[src/rtl/lmts_pkg.sv]
// shared types and constants for the lcd mode timing sequencer
package lmts_pkg;

  localparam int LEN_W     = 10;
  localparam int LINE_W    = 8;
  localparam int ACC_W     = 11;
  localparam int FRAME_W   = 16;
  localparam int ELAPSED_W = 8;
  localparam int CFG_IDX_W = 3;
  localparam int CFG_DAT_W = 10;
  localparam int STEP_W    = 3;

  localparam logic [LEN_W-1:0]  MIN_LENGTH      = LEN_W'(16);
  localparam logic [LINE_W-1:0] MAX_VISIBLE     = LINE_W'(153);
  localparam logic [LINE_W-1:0] LINES_PER_FRAME = LINE_W'(154);

  typedef enum logic [1:0] {
    MODE_HBLANK = 2'd0,
    MODE_VBLANK = 2'd1,
    MODE_OAM    = 2'd2,
    MODE_XFER   = 2'd3
  } lmts_mode_t;

  typedef enum logic [1:0] {
    ST_IDLE,
    ST_CHECK,
    ST_REDUCE,
    ST_UPDATE
  } lmts_state_t;

  localparam logic [CFG_IDX_W-1:0] REG_HBLANK_LEN   = 3'd0;
  localparam logic [CFG_IDX_W-1:0] REG_LINE_LEN     = 3'd1;
  localparam logic [CFG_IDX_W-1:0] REG_OAM_LEN      = 3'd2;
  localparam logic [CFG_IDX_W-1:0] REG_XFER_LEN     = 3'd3;
  localparam logic [CFG_IDX_W-1:0] REG_VISIBLE      = 3'd4;
  localparam logic [CFG_IDX_W-1:0] REG_LINE_CMP     = 3'd5;
  localparam logic [CFG_IDX_W-1:0] REG_MATCH_IRQ_EN = 3'd6;
  localparam logic [CFG_IDX_W-1:0] REG_HBLANK_IRQ_EN = 3'd7;

  // lengths below the minimum count as the minimum
  function automatic logic [LEN_W-1:0] eff_len(input logic [LEN_W-1:0] v);
    eff_len = (v < MIN_LENGTH) ? MIN_LENGTH : v;
  endfunction

endpackage

[src/rtl/lmts_if.sv]
// valid/ready channel interfaces for tick input, result output and config writes
interface lmts_in_if;
  import lmts_pkg::*;
  logic                 valid;
  logic                 ready;
  logic [ELAPSED_W-1:0] elapsed;
  modport source (output valid, output elapsed, input ready);
  modport sink   (input valid, input elapsed, output ready);
endinterface

interface lmts_out_if;
  import lmts_pkg::*;
  logic               valid;
  logic               ready;
  logic [1:0]         mode;
  logic [LINE_W-1:0]  scanline;
  logic               line_match;
  logic               vblank_irq;
  logic               stat_irq;
  logic               frame_done;
  logic [FRAME_W-1:0] frame_count;
  modport source (output valid, output mode, output scanline, output line_match,
                  output vblank_irq, output stat_irq, output frame_done,
                  output frame_count, input ready);
  modport sink   (input valid, input mode, input scanline, input line_match,
                  input vblank_irq, input stat_irq, input frame_done,
                  input frame_count, output ready);
endinterface

interface lmts_cfg_if;
  import lmts_pkg::*;
  logic                 valid;
  logic                 ready;
  logic [CFG_IDX_W-1:0] index;
  logic [CFG_DAT_W-1:0] data;
  modport source (output valid, output index, output data, input ready);
  modport sink   (input valid, input index, input data, output ready);
endinterface

[src/rtl/lmts_mod_unit.sv]
// shift-and-subtract remainder unit, one quotient bit per cycle
module lmts_mod_unit (
  input  logic                     clk,
  input  logic                     rst,
  input  logic                     start,
  input  logic [lmts_pkg::ACC_W-1:0] num,
  input  logic [lmts_pkg::LEN_W-1:0] den,
  output logic                     done,
  output logic [lmts_pkg::ACC_W-1:0] rem
);
  import lmts_pkg::*;

  localparam int CMP_W = ACC_W + 6;

  logic              running;
  logic [STEP_W-1:0] step;
  logic [LEN_W-1:0]  den_q;
  logic [CMP_W-1:0]  shifted;
  logic              fits;

  // divisor >= 16 so 8 quotient bits cover any 11-bit remainder
  assign shifted = {{(CMP_W-LEN_W){1'b0}}, den_q} << step;
  assign fits    = {{(CMP_W-ACC_W){1'b0}}, rem} >= shifted;

  always_ff @(posedge clk) begin
    if (rst) begin
      running <= 1'b0;
      done    <= 1'b0;
      step    <= '0;
    end else begin
      done <= 1'b0;
      if (start) begin
        running <= 1'b1;
        step    <= '1;
      end else if (running) begin
        if (step == '0) begin
          running <= 1'b0;
          done    <= 1'b1;
        end else begin
          step <= step - STEP_W'(1);
        end
      end
    end
  end

  always_ff @(posedge clk) begin
    if (start) begin
      rem   <= num;
      den_q <= den;
    end else if (running && fits) begin
      rem <= rem - shifted[ACC_W-1:0];
    end
  end

endmodule

[src/rtl/lcd_mode_timing_sequencer.sv]
// lcd mode timing sequencer top level
//
// in_ch carries one transaction per group of elapsed clock ticks; each one
// yields exactly one result transaction on out_ch with the display mode,
// scanline, stored line match flag, interrupt pulses and frame count.
// cfg writes one of eight registers by index; it is always ready. The user
// writes it only while the block is idle; the block does not enforce it.
// The sequencer steps through check and update when the accumulated ticks
// stay inside the current mode, and through check, reduce and update when
// the mode ends, because the remainder is then taken by a single
// shift-and-subtract unit that resolves one quotient bit per cycle. Input
// is taken again once the result is loaded, one item at a time.
// The result sits in an output register; a new input is accepted while it
// waits, but the next result is held until the receiver takes the pending
// one, so a stalled receiver stops the block after one more item.
// Reset loads the register defaults (204, 456, 80, 172, 144, 0, 0, 0) and
// clears mode to hblank, line, tick count, match flag and frame count.
module lcd_mode_timing_sequencer (
  input  logic       clk,
  input  logic       rst,
  lmts_in_if.sink    in_ch,
  lmts_out_if.source out_ch,
  lmts_cfg_if.sink   cfg
);
  import lmts_pkg::*;

  // configuration registers
  logic [LEN_W-1:0]  hblank_length;
  logic [LEN_W-1:0]  line_length;
  logic [LEN_W-1:0]  oam_length;
  logic [LEN_W-1:0]  transfer_length;
  logic [LINE_W-1:0] visible_lines;
  logic [LINE_W-1:0] line_compare;
  logic              match_irq_enable;
  logic              hblank_irq_enable;

  // timing state
  lmts_mode_t         current_mode;
  logic [LINE_W-1:0]  line_counter;
  logic [ACC_W-1:0]   tick_accumulator;
  logic               match_flag;
  logic [FRAME_W-1:0] frames_completed;

  lmts_state_t       state, state_next;
  logic [LEN_W-1:0]  len_cur;
  logic              mode_end;

  logic              mod_start;
  logic              mod_done;
  logic [ACC_W-1:0]  mod_rem;

  logic              out_free;
  logic              do_update;

  lmts_mode_t         mode_next;
  logic [LINE_W-1:0]  line_next;
  logic               match_next;
  logic [FRAME_W-1:0] frames_next;
  logic               vblank_pulse, stat_pulse, frame_pulse;
  logic [LINE_W-1:0]  line_inc;
  logic [LINE_W-1:0]  vis;
  logic               hit;

  assign cfg.ready   = 1'b1;
  assign in_ch.ready = (state == ST_IDLE);
  assign out_free    = !out_ch.valid || out_ch.ready;
  assign do_update   = (state == ST_UPDATE) && out_free;
  assign mod_start   = (state == ST_CHECK) && (tick_accumulator >= {1'b0, len_cur});

  lmts_mod_unit u_mod (
    .clk  (clk),
    .rst  (rst),
    .start(mod_start),
    .num  (tick_accumulator),
    .den  (len_cur),
    .done (mod_done),
    .rem  (mod_rem)
  );

  // configuration writes
  always_ff @(posedge clk) begin
    if (rst) begin
      hblank_length     <= LEN_W'(204);
      line_length       <= LEN_W'(456);
      oam_length        <= LEN_W'(80);
      transfer_length   <= LEN_W'(172);
      visible_lines     <= LINE_W'(144);
      line_compare      <= '0;
      match_irq_enable  <= 1'b0;
      hblank_irq_enable <= 1'b0;
    end else if (cfg.valid && cfg.ready) begin
      unique case (cfg.index)
        REG_HBLANK_LEN:    hblank_length     <= cfg.data;
        REG_LINE_LEN:      line_length       <= cfg.data;
        REG_OAM_LEN:       oam_length        <= cfg.data;
        REG_XFER_LEN:      transfer_length   <= cfg.data;
        REG_VISIBLE:       visible_lines     <= cfg.data[LINE_W-1:0];
        REG_LINE_CMP:      line_compare      <= cfg.data[LINE_W-1:0];
        REG_MATCH_IRQ_EN:  match_irq_enable  <= cfg.data[0];
        REG_HBLANK_IRQ_EN: hblank_irq_enable <= cfg.data[0];
        default: ;
      endcase
    end
  end

  // sequencer next state
  always_comb begin
    state_next = state;
    unique case (state)
      ST_IDLE:   if (in_ch.valid) state_next = ST_CHECK;
      ST_CHECK:  state_next = mod_start ? ST_REDUCE : ST_UPDATE;
      ST_REDUCE: if (mod_done) state_next = ST_UPDATE;
      ST_UPDATE: if (out_free) state_next = ST_IDLE;
      default:   state_next = ST_IDLE;
    endcase
  end

  always_ff @(posedge clk) begin
    if (rst) state <= ST_IDLE;
    else     state <= state_next;
  end

  // mode transition outputs
  assign vis      = (visible_lines > MAX_VISIBLE) ? MAX_VISIBLE : visible_lines;
  assign line_inc = line_counter + LINE_W'(1);
  assign hit      = (line_compare == line_counter);

  always_comb begin
    mode_next    = current_mode;
    line_next    = line_counter;
    match_next   = match_flag;
    frames_next  = frames_completed;
    vblank_pulse = 1'b0;
    stat_pulse   = 1'b0;
    frame_pulse  = 1'b0;
    if (mode_end) begin
      unique case (current_mode)
        MODE_HBLANK: begin
          line_next = line_inc;
          if (line_inc >= vis) begin
            mode_next    = MODE_VBLANK;
            vblank_pulse = 1'b1;
          end else begin
            mode_next = MODE_OAM;
          end
        end
        MODE_VBLANK: begin
          if (line_inc >= LINES_PER_FRAME) begin
            line_next   = '0;
            frames_next = frames_completed + FRAME_W'(1);
            frame_pulse = 1'b1;
            mode_next   = MODE_OAM;
          end else begin
            line_next = line_inc;
          end
        end
        MODE_OAM: mode_next = MODE_XFER;
        MODE_XFER: begin
          mode_next  = MODE_HBLANK;
          stat_pulse = (match_irq_enable && hit) || hblank_irq_enable;
          match_next = hit;
        end
        default: mode_next = current_mode;
      endcase
    end
  end

  // accumulator, mode length capture and timing state
  always_ff @(posedge clk) begin
    if (rst) begin
      current_mode     <= MODE_HBLANK;
      line_counter     <= '0;
      tick_accumulator <= '0;
      match_flag       <= 1'b0;
      frames_completed <= '0;
      mode_end         <= 1'b0;
    end else begin
      if (in_ch.valid && in_ch.ready) begin
        tick_accumulator <= tick_accumulator + {{(ACC_W-ELAPSED_W){1'b0}}, in_ch.elapsed};
        mode_end         <= 1'b0;
      end
      if (mod_done) begin
        tick_accumulator <= mod_rem;
        mode_end         <= 1'b1;
      end
      if (do_update) begin
        current_mode     <= mode_next;
        line_counter     <= line_next;
        match_flag       <= match_next;
        frames_completed <= frames_next;
      end
    end
  end

  always_ff @(posedge clk) begin
    if (in_ch.valid && in_ch.ready) begin
      case (current_mode)
        MODE_HBLANK: len_cur <= eff_len(hblank_length);
        MODE_VBLANK: len_cur <= eff_len(line_length);
        MODE_OAM:    len_cur <= eff_len(oam_length);
        default:     len_cur <= eff_len(transfer_length);
      endcase
    end
  end

  // output register
  always_ff @(posedge clk) begin
    if (rst) begin
      out_ch.valid <= 1'b0;
    end else if (do_update) begin
      out_ch.valid <= 1'b1;
    end else if (out_ch.ready) begin
      out_ch.valid <= 1'b0;
    end
  end

  always_ff @(posedge clk) begin
    if (do_update) begin
      out_ch.mode        <= mode_next;
      out_ch.scanline    <= line_next;
      out_ch.line_match  <= match_next;
      out_ch.vblank_irq  <= vblank_pulse;
      out_ch.stat_irq    <= stat_pulse;
      out_ch.frame_done  <= frame_pulse;
      out_ch.frame_count <= frames_next;
    end
  end

endmodule

[src/flat_wrapper.sv]
// flat-port wrapper written by rule: the top's interface ports become plain ports
module lcd_mode_timing_sequencer_flat import lmts_pkg::*;
  (clk, rst, in_ch_valid, in_ch_elapsed, in_ch_ready, out_ch_valid, out_ch_mode, out_ch_scanline, out_ch_line_match, out_ch_vblank_irq, out_ch_stat_irq, out_ch_frame_done, out_ch_frame_count, out_ch_ready, cfg_valid, cfg_index, cfg_data, cfg_ready);
  lmts_in_if in_ch_i ();
  lmts_out_if out_ch_i ();
  lmts_cfg_if cfg_i ();
  input  logic clk;
  input  logic rst;
  input wire logic [$bits(in_ch_i.valid)-1:0] in_ch_valid;
  input wire logic [$bits(in_ch_i.elapsed)-1:0] in_ch_elapsed;
  output wire logic [$bits(in_ch_i.ready)-1:0] in_ch_ready;
  output wire logic [$bits(out_ch_i.valid)-1:0] out_ch_valid;
  output wire logic [$bits(out_ch_i.mode)-1:0] out_ch_mode;
  output wire logic [$bits(out_ch_i.scanline)-1:0] out_ch_scanline;
  output wire logic [$bits(out_ch_i.line_match)-1:0] out_ch_line_match;
  output wire logic [$bits(out_ch_i.vblank_irq)-1:0] out_ch_vblank_irq;
  output wire logic [$bits(out_ch_i.stat_irq)-1:0] out_ch_stat_irq;
  output wire logic [$bits(out_ch_i.frame_done)-1:0] out_ch_frame_done;
  output wire logic [$bits(out_ch_i.frame_count)-1:0] out_ch_frame_count;
  input wire logic [$bits(out_ch_i.ready)-1:0] out_ch_ready;
  input wire logic [$bits(cfg_i.valid)-1:0] cfg_valid;
  input wire logic [$bits(cfg_i.index)-1:0] cfg_index;
  input wire logic [$bits(cfg_i.data)-1:0] cfg_data;
  output wire logic [$bits(cfg_i.ready)-1:0] cfg_ready;
  assign in_ch_i.valid = in_ch_valid;
  assign in_ch_i.elapsed = in_ch_elapsed;
  assign in_ch_ready = in_ch_i.ready;
  assign out_ch_valid = out_ch_i.valid;
  assign out_ch_mode = out_ch_i.mode;
  assign out_ch_scanline = out_ch_i.scanline;
  assign out_ch_line_match = out_ch_i.line_match;
  assign out_ch_vblank_irq = out_ch_i.vblank_irq;
  assign out_ch_stat_irq = out_ch_i.stat_irq;
  assign out_ch_frame_done = out_ch_i.frame_done;
  assign out_ch_frame_count = out_ch_i.frame_count;
  assign out_ch_i.ready = out_ch_ready;
  assign cfg_i.valid = cfg_valid;
  assign cfg_i.index = cfg_index;
  assign cfg_i.data = cfg_data;
  assign cfg_ready = cfg_i.ready;
  lcd_mode_timing_sequencer u_core (.clk(clk), .rst(rst), .in_ch(in_ch_i), .out_ch(out_ch_i), .cfg(cfg_i));
endmodule
[config.mk]
export PLATFORM = sky130hd
export DESIGN_NAME = lcd_mode_timing_sequencer_flat
export DESIGN_NICKNAME = d
export VERILOG_FILES = /design/src/rtl/lmts_pkg.sv /design/src/rtl/lmts_if.sv /design/src/rtl/lmts_mod_unit.sv /design/src/rtl/lcd_mode_timing_sequencer.sv /design/src/flat_wrapper.sv
export SDC_FILE = /design/constraint.sdc
export NUM_CORES = 1
export LEC_CHECK = 0
export BUFFER_PORTS_ARGS = -buffer_cell sky130_fd_sc_hd__buf_2
export CAP_MARGIN = 0
export CORE_ASPECT_RATIO = 0.75
export CORE_UTILIZATION = 38
export DETAILED_ROUTE_END_ITERATION = 8
export GPL_TIMING_DRIVEN = 0
export HOLD_SLACK_MARGIN = 0.12
export SLEW_MARGIN = 20
export SYNTH_ARGS = -nofsm -noshare
export SYNTH_HDL_FRONTEND = slang
export SYNTH_SLANG_ARGS = --single-unit
[constraint.sdc]
create_clock -name clk -period 8.6 [get_ports clk]
set_input_delay 0.86 -clock clk [delete_from_list [all_inputs] [get_ports clk]]
set_output_delay 0.86 -clock clk [all_outputs]
set_load 0.1 [all_outputs]
# Word-level counts from Yosys, hierarchy flattened

Cells that the tools add are included.

Flip-flop bits (word level): 166
Bits of input ports: 26
Logic and storage cells: 133

$add $sub $neg: 5
Order comparisons: 9
Equality and inequality tests: 18
Shifts and indexed selects: 1
Multiplexer cells: 40
Bitwise logic cells: 1
Reductions and logical operators: 30

Operators with widths:

| kind                  | number |
|---|---|
| $mux 16               | 3 |
| $mux 11               | 4 |
| $lt 10x5->1 const B   | 4 |
| $mux 10               | 4 |
| $pmux 10 s3           | 1 |
| $mux 8                | 3 |
| $reduce_and 2->1      | 12 |
| $ge 11x17->1          | 1 |
| $shl 10x3->17         | 1 |
| $add 16x1->16 const B | 1 |
| $pmux 2 s4            | 2 |
| $pmux 8 s2            | 1 |
| $mux 1                | 13 |
| $eq 3x3->1 const B    | 4 |
| $mux 2                | 6 |
| $add 11x8->11         | 1 |
| $ge 11x10->1          | 1 |
| $sub 11x11->11        | 1 |
| $mux 3                | 3 |
| $add 8x1->8 const B   | 1 |
| $eq 2x2->1 const B    | 4 |
| $eq 8x8->1            | 1 |
| $ge 8x8->1            | 1 |
| $ge 8x8->1 const B    | 1 |
| 16 further kinds      | 30 |

# Logic depth before layout (Yosys ltp)

Gate-level depths: netlist (run 1).

Word-level depth: 6
Mapped depth: 14
Gate-level depth less buffers: 12

# Modules after synthesis

A second synthesis (run 1) with hierarchy kept.

Cell total of the unflattened synthesis: 1020
Area, all modules: 9059.9 um^2

Modules (own cells, without submodules):

| module                    | times used | cells an instance | area each (um^2) | sequential area each (um^2) |
|---|---|---|---|---|
| lcd_mode_timing_sequencer | 1          | 826               | 7215.7           | 3203.1 |
| lmts_mod_unit             | 1          | 194               | 1844.3           | 730.7 |

# Worst setup path after synthesis (run 1)

OpenSTA, ideal clock, no wires.

Path kind: reg2reg
Start point: register u_core.u_mod.step[1]
End point: register u_core.u_mod.rem[0] (netlist bit) (enable)
Arrival time: 3.242 ns
Data required time: 8.203 ns
Setup slack: 4.961 ns
Stages on the path, launching flop included: 14
Path buffers: 3
Cells stage by stage: dfxtp_1 -> clkbuf_1 -> clkbuf_1 -> mux2i_1 -> a21oi_1 -> o21ai_0 -> ha_1 -> clkbuf_1 -> nand2_1 -> nor3_1 -> nand4_1 -> nand4b_1 -> a41oi_1 -> o31ai_1

Longest elaborated chain between the ends: 4

Ends and longest elaborated chain:

| element                     | RTL line            | source |
|---|---|---|
| from (decl)                 | lmts_mod_unit.sv:16 | `logic [STEP_W-1:0] step;` |
| from (signal assigned)      | lmts_mod_unit.sv:40 | `step <= step - STEP_W'(1);` |
| $shl 10x3->17               | lmts_mod_unit.sv:22 | `assign shifted = {{(CMP_W-LEN_W){1'b0}}, den_q} << step;` |
| $ge 11x17->1                | lmts_mod_unit.sv:23 | `assign fits = {{(CMP_W-ACC_W){1'b0}}, rem} >= shifted;` |
| $logic_and 1x1->1           | lmts_mod_unit.sv:50 | `end else if (running && fits) begin` |
| $reduce_bool 2->1 (no line) | n/a                 |  |
| to (signal assigned)        | lmts_mod_unit.sv:48 | `rem <= num;` |
| to (signal assigned)        | lmts_mod_unit.sv:51 | `rem <= rem - shifted[ACC_W-1:0];` |
| to (decl)                   | lmts_mod_unit.sv:9  | `output logic [lmts_pkg::ACC_W-1:0] rem` |

No other way between the ends.
A chain may end at the register's enable or synchronous reset.

# Worst setup path after layout (run 1)

Start point: register u_core.u_mod.step[1]
End point: register u_core.u_mod.rem[6] (netlist bit) (enable)

The elaborated chain is that of the path after synthesis.

==> results of run 1 <==
==> critical path: stages, from the launching register on <==
cell                       delay [ns]
sky130_fd_sc_hd__dfxtp_1         0.35
sky130_fd_sc_hd__clkbuf_1        0.41
sky130_fd_sc_hd__clkbuf_1        0.44
sky130_fd_sc_hd__mux4_2          0.37
sky130_fd_sc_hd__o21ai_0         0.25
sky130_fd_sc_hd__ha_1            0.16
sky130_fd_sc_hd__clkbuf_1        0.27
sky130_fd_sc_hd__nand2_1         0.11
sky130_fd_sc_hd__nor3_1          0.18
sky130_fd_sc_hd__nand4_1         0.12
sky130_fd_sc_hd__nand4b_1        0.11
sky130_fd_sc_hd__a41oi_1         0.06
sky130_fd_sc_hd__o31ai_2         0.40
sky130_fd_sc_hd__buf_4           0.26
==> through the flow <==
step           setup slack [ns]  std cells
2_1_floorplan              4.96       1012
3_3_place_gp               4.07       1363
3_5_place_dp               4.87       1364
4_1_cts                    4.86       1396
5_1_grt                    4.49       1396
6_report                   4.81       1396
==> per-layer routing <==
metal,GRT usage,routed length (um),up-vias,share of wire
li1,-,-,3759,-
met1,0.321,12500,3582,0.53
met2,0.279,9560,213,0.40
met3,0.0417,1470,16,0.062
met4,0.0434,199,0,0.0084
met5,0,0,-,0
==> sequential cells by signal, summed over array words and instances, names as in the netlist, 2 cells and up <==
| register | flops |
|---|---|
| u_core.visible_lines | 8 |
| u_core.current_mode | 2 |
| u_core.out_ch.mode | 2 |
| u_core.line_counter | 8 |
| u_core.line_length | 10 |
| u_core.state | 2 |
| u_core.line_compare | 8 |
| u_core.oam_length | 10 |
| u_core.u_mod.step | 3 |
| u_core.tick_accumulator | 11 |
| u_core.hblank_length | 10 |
| u_core.u_mod.den_q | 10 |
| u_core.frames_completed | 16 |
| u_core.len_cur | 10 |
| u_core.u_mod.rem | 11 |
| u_core.out_ch.scanline | 8 |
| u_core.out_ch.frame_count | 16 |
| u_core.transfer_length | 10 |
==> synthesized netlist by cell type, types with 6 or more instances <==
master	n
sky130_fd_sc_hd__nor3_1	20
sky130_fd_sc_hd__xnor2_1	16
sky130_fd_sc_hd__or4_1	12
sky130_fd_sc_hd__o31ai_1	12
sky130_fd_sc_hd__nor2b_1	13
sky130_fd_sc_hd__nand3_1	43
sky130_fd_sc_hd__nand2b_1	12
sky130_fd_sc_hd__o22ai_1	6
sky130_fd_sc_hd__or3_1	7
sky130_fd_sc_hd__inv_1	40
sky130_fd_sc_hd__and3_1	7
sky130_fd_sc_hd__a222oi_1	6
sky130_fd_sc_hd__a211oi_1	11
sky130_fd_sc_hd__nand2_1	200
sky130_fd_sc_hd__mux2i_1	14
sky130_fd_sc_hd__ha_1	46
sky130_fd_sc_hd__nor2_1	59
sky130_fd_sc_hd__and2_1	7
sky130_fd_sc_hd__mux4_2	6
sky130_fd_sc_hd__a21o_1	6
sky130_fd_sc_hd__a21oi_1	93
sky130_fd_sc_hd__edfxtp_1	61
sky130_fd_sc_hd__o211ai_1	8
sky130_fd_sc_hd__clkbuf_1	44
sky130_fd_sc_hd__a31oi_1	6
sky130_fd_sc_hd__mux2_2	10
sky130_fd_sc_hd__o21ai_0	34
sky130_fd_sc_hd__o21a_1	8
sky130_fd_sc_hd__nand4_1	8
sky130_fd_sc_hd__xor2_1	25
sky130_fd_sc_hd__dfxtp_1	105
==> cell type report <==
cell class | instances | area share
sequential | 166 | 0.389
clock inverter | 13 | 0.00964
timing repair buffer | 52 | 0.0260
clock buffer | 19 | 0.0428
buffer | 53 | 0.0210
inverter | 41 | 0.0152
multi-input combinational | 752 | 0.460
tap | 300 | 0.0371
==> where the power goes <==
| group | internal [mW] | switching [mW] | total (mW) | leakage, nW |
|---|---|---|---|---|
| Combinational | 0.187 | 0.412 | 0.599 | 2.25 |
| Clock | 0.373 | 0.334 | 0.708 | 0.265 |
| Sequential | 0.890 | 0.0504 | 0.940 | 1.39 |
==> logic make-up (layout without fill, tap and decap cells) <==
family	count (synthesis)	in the layout	synth area share
fa+ha+maj	48	48	0.0689
xor+xnor	42	42	0.0420
simple gates	411	411	0.211
mux	30	30	0.0434
buf+inv	94	178	0.0410
other cells	1	1	0.000419
compound gates	220	220	0.153
flops	166	166	0.440
==> path summary, 6_finish.rpt <==
check                                              to  slack (ns)  cells past startpoint
worst min-delay path            u_core.u_mod.den_q[6]        0.45                      0
worst max register to register    u_core.u_mod.rem[6]        4.81                     13
worst max-delay path              u_core.u_mod.rem[6]        4.81                     13
worst min register to register  u_core.u_mod.den_q[6]        0.45                      0
==> summary.md, run 1 <==
Once the clock tree was built, the resizer swapped 0 gates to a different size. Yosys printed 0 warnings. The routed layout has 7570 vias. For the number of violations of the max-capacitance limit, the log shows 0. The largest total area in the synthesized netlist belongs to sky130_fd_sc_hd__dfxtp_1.

The number of DRC violations after detailed-routing iteration 0 was 735; the synthesis-to-finish area growth was 13.2%. Counting flops and latches in the post-synthesis netlist gives 166. For the worst setup path, the data required time is 8.74 ns.

The number of antenna diodes in the final layout is 0. Entering global routing, the biggest net connects 37 pins. In this run the mean area of a mapped cell was 8.83 um^2. The startpoint identified for the worst hold timing path is u_core.len_cur[6]. The count of pins over their slew limit is 0, and the slew at the pin with the worst max-slew slack is 0.853 ns. In this run the standard cell core region covers 23100 um^2. The die covers 24100 um^2. The endpoint class of the critical path was a register. In the routed design, unresolved DRC markers number 8. The run gives 17 as the number of buffers added by the clock tree synthesis step. Once detail routing completed, the nets flagged for antenna violations numbered 0. The most common library cell in the layout ignoring fill and taps is sky130_fd_sc_hd__nand2_1. The final layout contains routed wiring with a total length of 23700 um.

For the placed cell area, the log shows 9590 um^2. After technology mapping, the gate count stands at 1012. For the total half-perimeter wirelength after legalization and detailed placement, the log shows 17600 um. The final critical-path share of the clock period is 0.441. Setup violations remaining at the end of the flow were counted as 0.

In this run the clock root is driven by a sky130_fd_sc_hd__clkbuf_16. The effective utilization at floorplan is 0.388. Summing all flip-flop and latch instances after layout gives 3930 um^2. In the final layout, the multi-input gates occupy 4650 um^2. Hold is met by 0.454 ns. The logs give 37400 um for the first-pass GRT wire length and 8940 um^2 for the cell area after synthesis. The fraction of the yosys area taken by sequential cells came out at 0.440. The number of buffers between clock root and the deepest sink is 2, and the count of buffers inserted at the top-level ports is 51. The hold violation total from the final report came out at 0. The total congestion overflow came out at 0.

Adding up every negative setup slack in the final design gives 0 ns. The flow ran to the end, but the final reports show violations. The first-pass iteration count of the detailed router came out at 7.

Beginning of the critical path: u_core.u_mod.step[1]. The number of setup buffers added after CTS came out at 0. The tools report the source-to-sink clock delay at the later pin of the worst-skew pair as 0.43 ns. The average wire per cell in the routed design is 17.0 um. The checks that failed: design-rule violations.

The tools report the weighted congestion at the end of routability-driven global placement as 0.889. The tools report the initial antenna violation count as 0. The time the final worst path needs with I/O delays and setup was 3.79 ns.

The total of hold buffers inserted after clock tree synthesis came out at 0. Setup repair after global routing left no endpoint under its margin. TritonCTS built the clock tree. The share of flip-flops with an asynchronous set or reset after synthesis was 0. The top-area cell type share of the netlist area was 0.235; the filler cell count in the final layout was 2342.

The via count of the first global-routing pass is 6916, and the die outline width is 179 um. Clock skew on the completed layout was measured at 0.00938 ns. The startpoint identified for the worst register-to-register timing path is u_core.u_mod.step[1]. The critical setup path kind was register to register.

Derived from the worst setup path, the maximum achievable clock frequency is 264 MHz. Among all flip-flop cells after synthesis, the most frequent one is sky130_fd_sc_hd__dfxtp_1. The number of unique standard cell types used by synthesis was 64. Nature of the critical path startpoint: a register. The clock edge transition at the registers on the reported setup and hold paths was 0.06 ns. The number of flops mapped to enable cells by yosys is 61, and the power density over cell area is 222 nW/um^2. The fraction of layout cells with a size suffix above 1 works out to 0.107. For the overall track demand over capacity in global routing, the log shows 0.203. The tools report the worst slew margin relative to its limit as 0.431. The post-route core utilization came out at 0.439. The run gives 48 as the number of core rows. In this run the worst path has a maximum fanout of 10. Pin placement for this block handled 59 I/O pins. Sorting the synthesized cells by area gives the leading types as sky130_fd_sc_hd__dfxtp_1 (24%), sky130_fd_sc_hd__edfxtp_1 (20%), sky130_fd_sc_hd__nand2_1 (8.4%). Counting every net in the synthesized netlist gives 1086. In this run the static leakage power is 3.90 nW. The arrival time of data at the critical path endpoint was 3.93 ns; the total number of nets in the final design was 1157. The finished cells cover 10100 um^2. The top cell types in the final layout, fill and taps aside, are sky130_fd_sc_hd__nand2_1 (200), sky130_fd_sc_hd__dfxtp_1 (105), sky130_fd_sc_hd__a21oi_1 (93). Number of sinks driven by the clock tree: 166.

The min-delay analysis places its worst path in the category register to register. Across the VDD grid, the largest voltage drop is 139 uV. The floorplan step set the die height to 135 um.

In the routed layout, each cell is associated on average with a via count of 5.42. The H-tree was split into 4 levels. The run gives 2.25 mW as the total chip power.
(Power assumes the default switching activity.)
==> run 2: changes to the inputs <==
- clock period: 8.6 -> 3.9 ns (I/O delays scaled with it)
==> run 2 against run 1 <==
- largest power group unchanged
- largest cell class unchanged
- routed wire length hardly changed
- critical endpoint unchanged
- global-route usage stayed put
- count of clock-buffer cells in the layout stayed put
- critical path type unchanged
- setup slack worse by 4.4 ns
- fmax is 9.1% higher
- combinational power is 120% higher
- critical path depth is 1 lower
- final cell count hardly changed
- die area stayed put
- the flow still finishes with violations (design-rule violations)
- clock power is 120% higher
- non-clock buffer count is 1 lower
==> summary.md, run 2 (synthesis gave the netlist of run 1 again) <==
CTS built an H-tree with a depth of 4. Counting every sink on the clock net gives 166. The worst-case reg-to-reg path depth works out to 12.

Most common library cell in the layout ignoring fill and taps: sky130_fd_sc_hd__nand2_1. Via count of the first global-routing pass: 6916. For the pin with the worst max-slew slack, the measured transition is 0.839 ns.

The tools report the worst slew margin relative to its limit as 0.440. Leaving out fill and tap cells, the most frequent cells in the layout are sky130_fd_sc_hd__nand2_1 (200), sky130_fd_sc_hd__dfxtp_1 (105), sky130_fd_sc_hd__a21oi_1 (93). For the effective utilization at floorplan, the log shows 0.388. The worst setup path is launched from a register.

The leakage power of the design came out at 3.91 nW. Setup repair after global routing left no endpoint under its margin. In the final layout, the registers with the most flip-flops are u_core.frames_completed: 16 flops, u_core.out_ch.frame_count: 16 flops. The worst setup path is captured at a register. The layout has 2340 filler cells. For the finished layout, the period the worst path requires is 3.48 ns. After layout, the design draws a total of 4.95 mW. For this run, the top clock speed supported by timing is 288 MHz.

For this design, the slowest cell found on the critical path is sky130_fd_sc_hd__dfxtp_1. For this run, design rule violations remaining after detail routing come to 8. For the die area, the log shows 24100 um^2.

Data on the critical path is required at its endpoint by 4.04 ns. The maximum fanout along the worst path works out to 11. Across the VDD grid, the largest voltage drop is 308 uV. Clock edge transition at the registers on the reported setup and hold paths: 0.07 ns. The final reports fail on design-rule violations. Entering global routing, the biggest net connects 37 pins. Across the whole layout, storage elements account for 3930 um^2.

Critical setup path kind: register to register. The total congestion overflow was 0; the number of instances on the worst hold path was 3. Fraction of layout cells with a size suffix above 1: 0.108.

The path class of the tightest hold or removal check is primary input to register. The logs give 0.43 ns for the source-to-sink clock delay at the later pin of the worst-skew pair and 7557 for the via count. The initial antenna violation count came out at 0. The count of buffers inserted at the top-level ports was 51; the sum of negative setup slack was 0 ns. The first global-routing pass estimated 37400 um of wire. Summed over all layers, the routed wires come to 23700 um. The number of antenna cells inserted is 0. Counting the buffers created by CTS gives 17. The tree is rooted in a sky130_fd_sc_hd__clkbuf_16. The count of pins over their slew limit came out at 0. The clock arrives with 0.00915 ns of skew. Data on the critical path arrives at its endpoint at 3.62 ns. The logs give 9 for the first-pass iteration count of the detailed router and 0.889 for the weighted congestion at the end of routability-driven global placement. Summing all multi-input logic gate instances after layout gives 4650 um^2. The flow ran to the end, but the final reports show violations. For this block, the initial DRC count from the detailed router was 724. Highest cell delay on the worst timing path: 0.60 ns. In this run the deepest clock path goes through 2 buffers. The post-detailed-route count of antenna-violating nets was 0. For the area of the placeable core, the log shows 23100 um^2.

The floorplan has 48 rows. Traced cell by cell, the critical path runs through clkbuf_2, mux4_2, o21ai_0, ha_1, clkbuf_1, nand2_1, nor3_1, nand4_1, nand4b_1, a41oi_1, o31ai_2, buf_4. In the final routed layout, each cell accounts on average for 17.0 um. The final critical-path share of the clock period is 0.892, and the hold violation total from the final report is 0.

The height of the die is 135 um. The power density over cell area was 489 nW/um^2; the number of violations of the max-capacitance limit was 0. The final setup violation count is 0, and the total number of nets in the final design is 1156. From synthesis to final layout, the design area changed by 13.2%. The die outline width was 179 um; the I/O pin count was 59. Detailed placement ended at an HPWL of 17600 um. TritonCTS built the clock tree. The average vias per placed instance was 5.42; the overall track demand over capacity in global routing was 0.203.
[run 2: final cells by class]
type                       count  share of cell area
timing repair buffer          52              0.0260
clock inverter                13             0.00964
sequential                   166               0.389
inverter                      41              0.0152
tap                          300              0.0371
multi-input combinational    752               0.460
clock buffer                  19              0.0428
buffer                        52              0.0208
[run 2: per-layer routing]
| metal | vias to the layer above | share of wire | global-route usage |
|---|---|---|---|
| met1 | 3562 | 0.52 | 0.321 |
| met4 | 0 | 0.0088 | 0.0434 |
| met2 | 222 | 0.40 | 0.279 |
| met3 | 18 | 0.066 | 0.0417 |
| met5 | - | 0 | 0 |
| li1 | 3755 | - | - |
[run 2: power by group]
group          switching (mW)  internal (mW)
logic                   0.905          0.413
clock network           0.736          0.823
registers               0.114           1.96
[run 2: critical path: cells and delay by family (launching register included)]
family / cells / cell delay, ns
buf+inv: 3 / 0.85
compound gates: 3 / 0.71
flops: 1 / 0.60
simple gates: 4 / 0.53
mux: 1 / 0.32
fa+ha+maj: 1 / 0.16
[run 2: path summary, 6_finish.rpt]
kind / slack [ns] / start / to
max: 0.42 / u_core.u_mod.step[1] / u_core.u_mod.rem[6]
min: 0.23 / cfg_data[9] / u_core.oam_length[9]
max reg2reg: 0.42 / u_core.u_mod.step[1] / u_core.u_mod.rem[6]
min reg2reg: 0.45 / u_core.len_cur[6] / u_core.u_mod.den_q[6]
[run 2: timing repair]
item                                    in CTS  in global routing
endpoints found under the hold margin        0                  0
resized for setup                            0                  2
setup buffers                                0                  0
endpoints found under the setup margin       0                  8
hold buffers                                 0                  0
[run 2: through the flow]
step,setup slack (ns),std cells,cell area [um^2],hold WS [ns],utilization
2_1_floorplan,0.261,1012,8940,0.426,-
3_3_place_gp,-0.629,1363,9570,0.436,0.415
3_5_place_dp,0.170,1364,9590,0.436,0.416
4_1_cts,0.160,1396,10100,0.224,0.439
5_1_grt,0.115,1395,10100,0.224,0.439
6_report,0.422,1395,10100,0.234,0.439
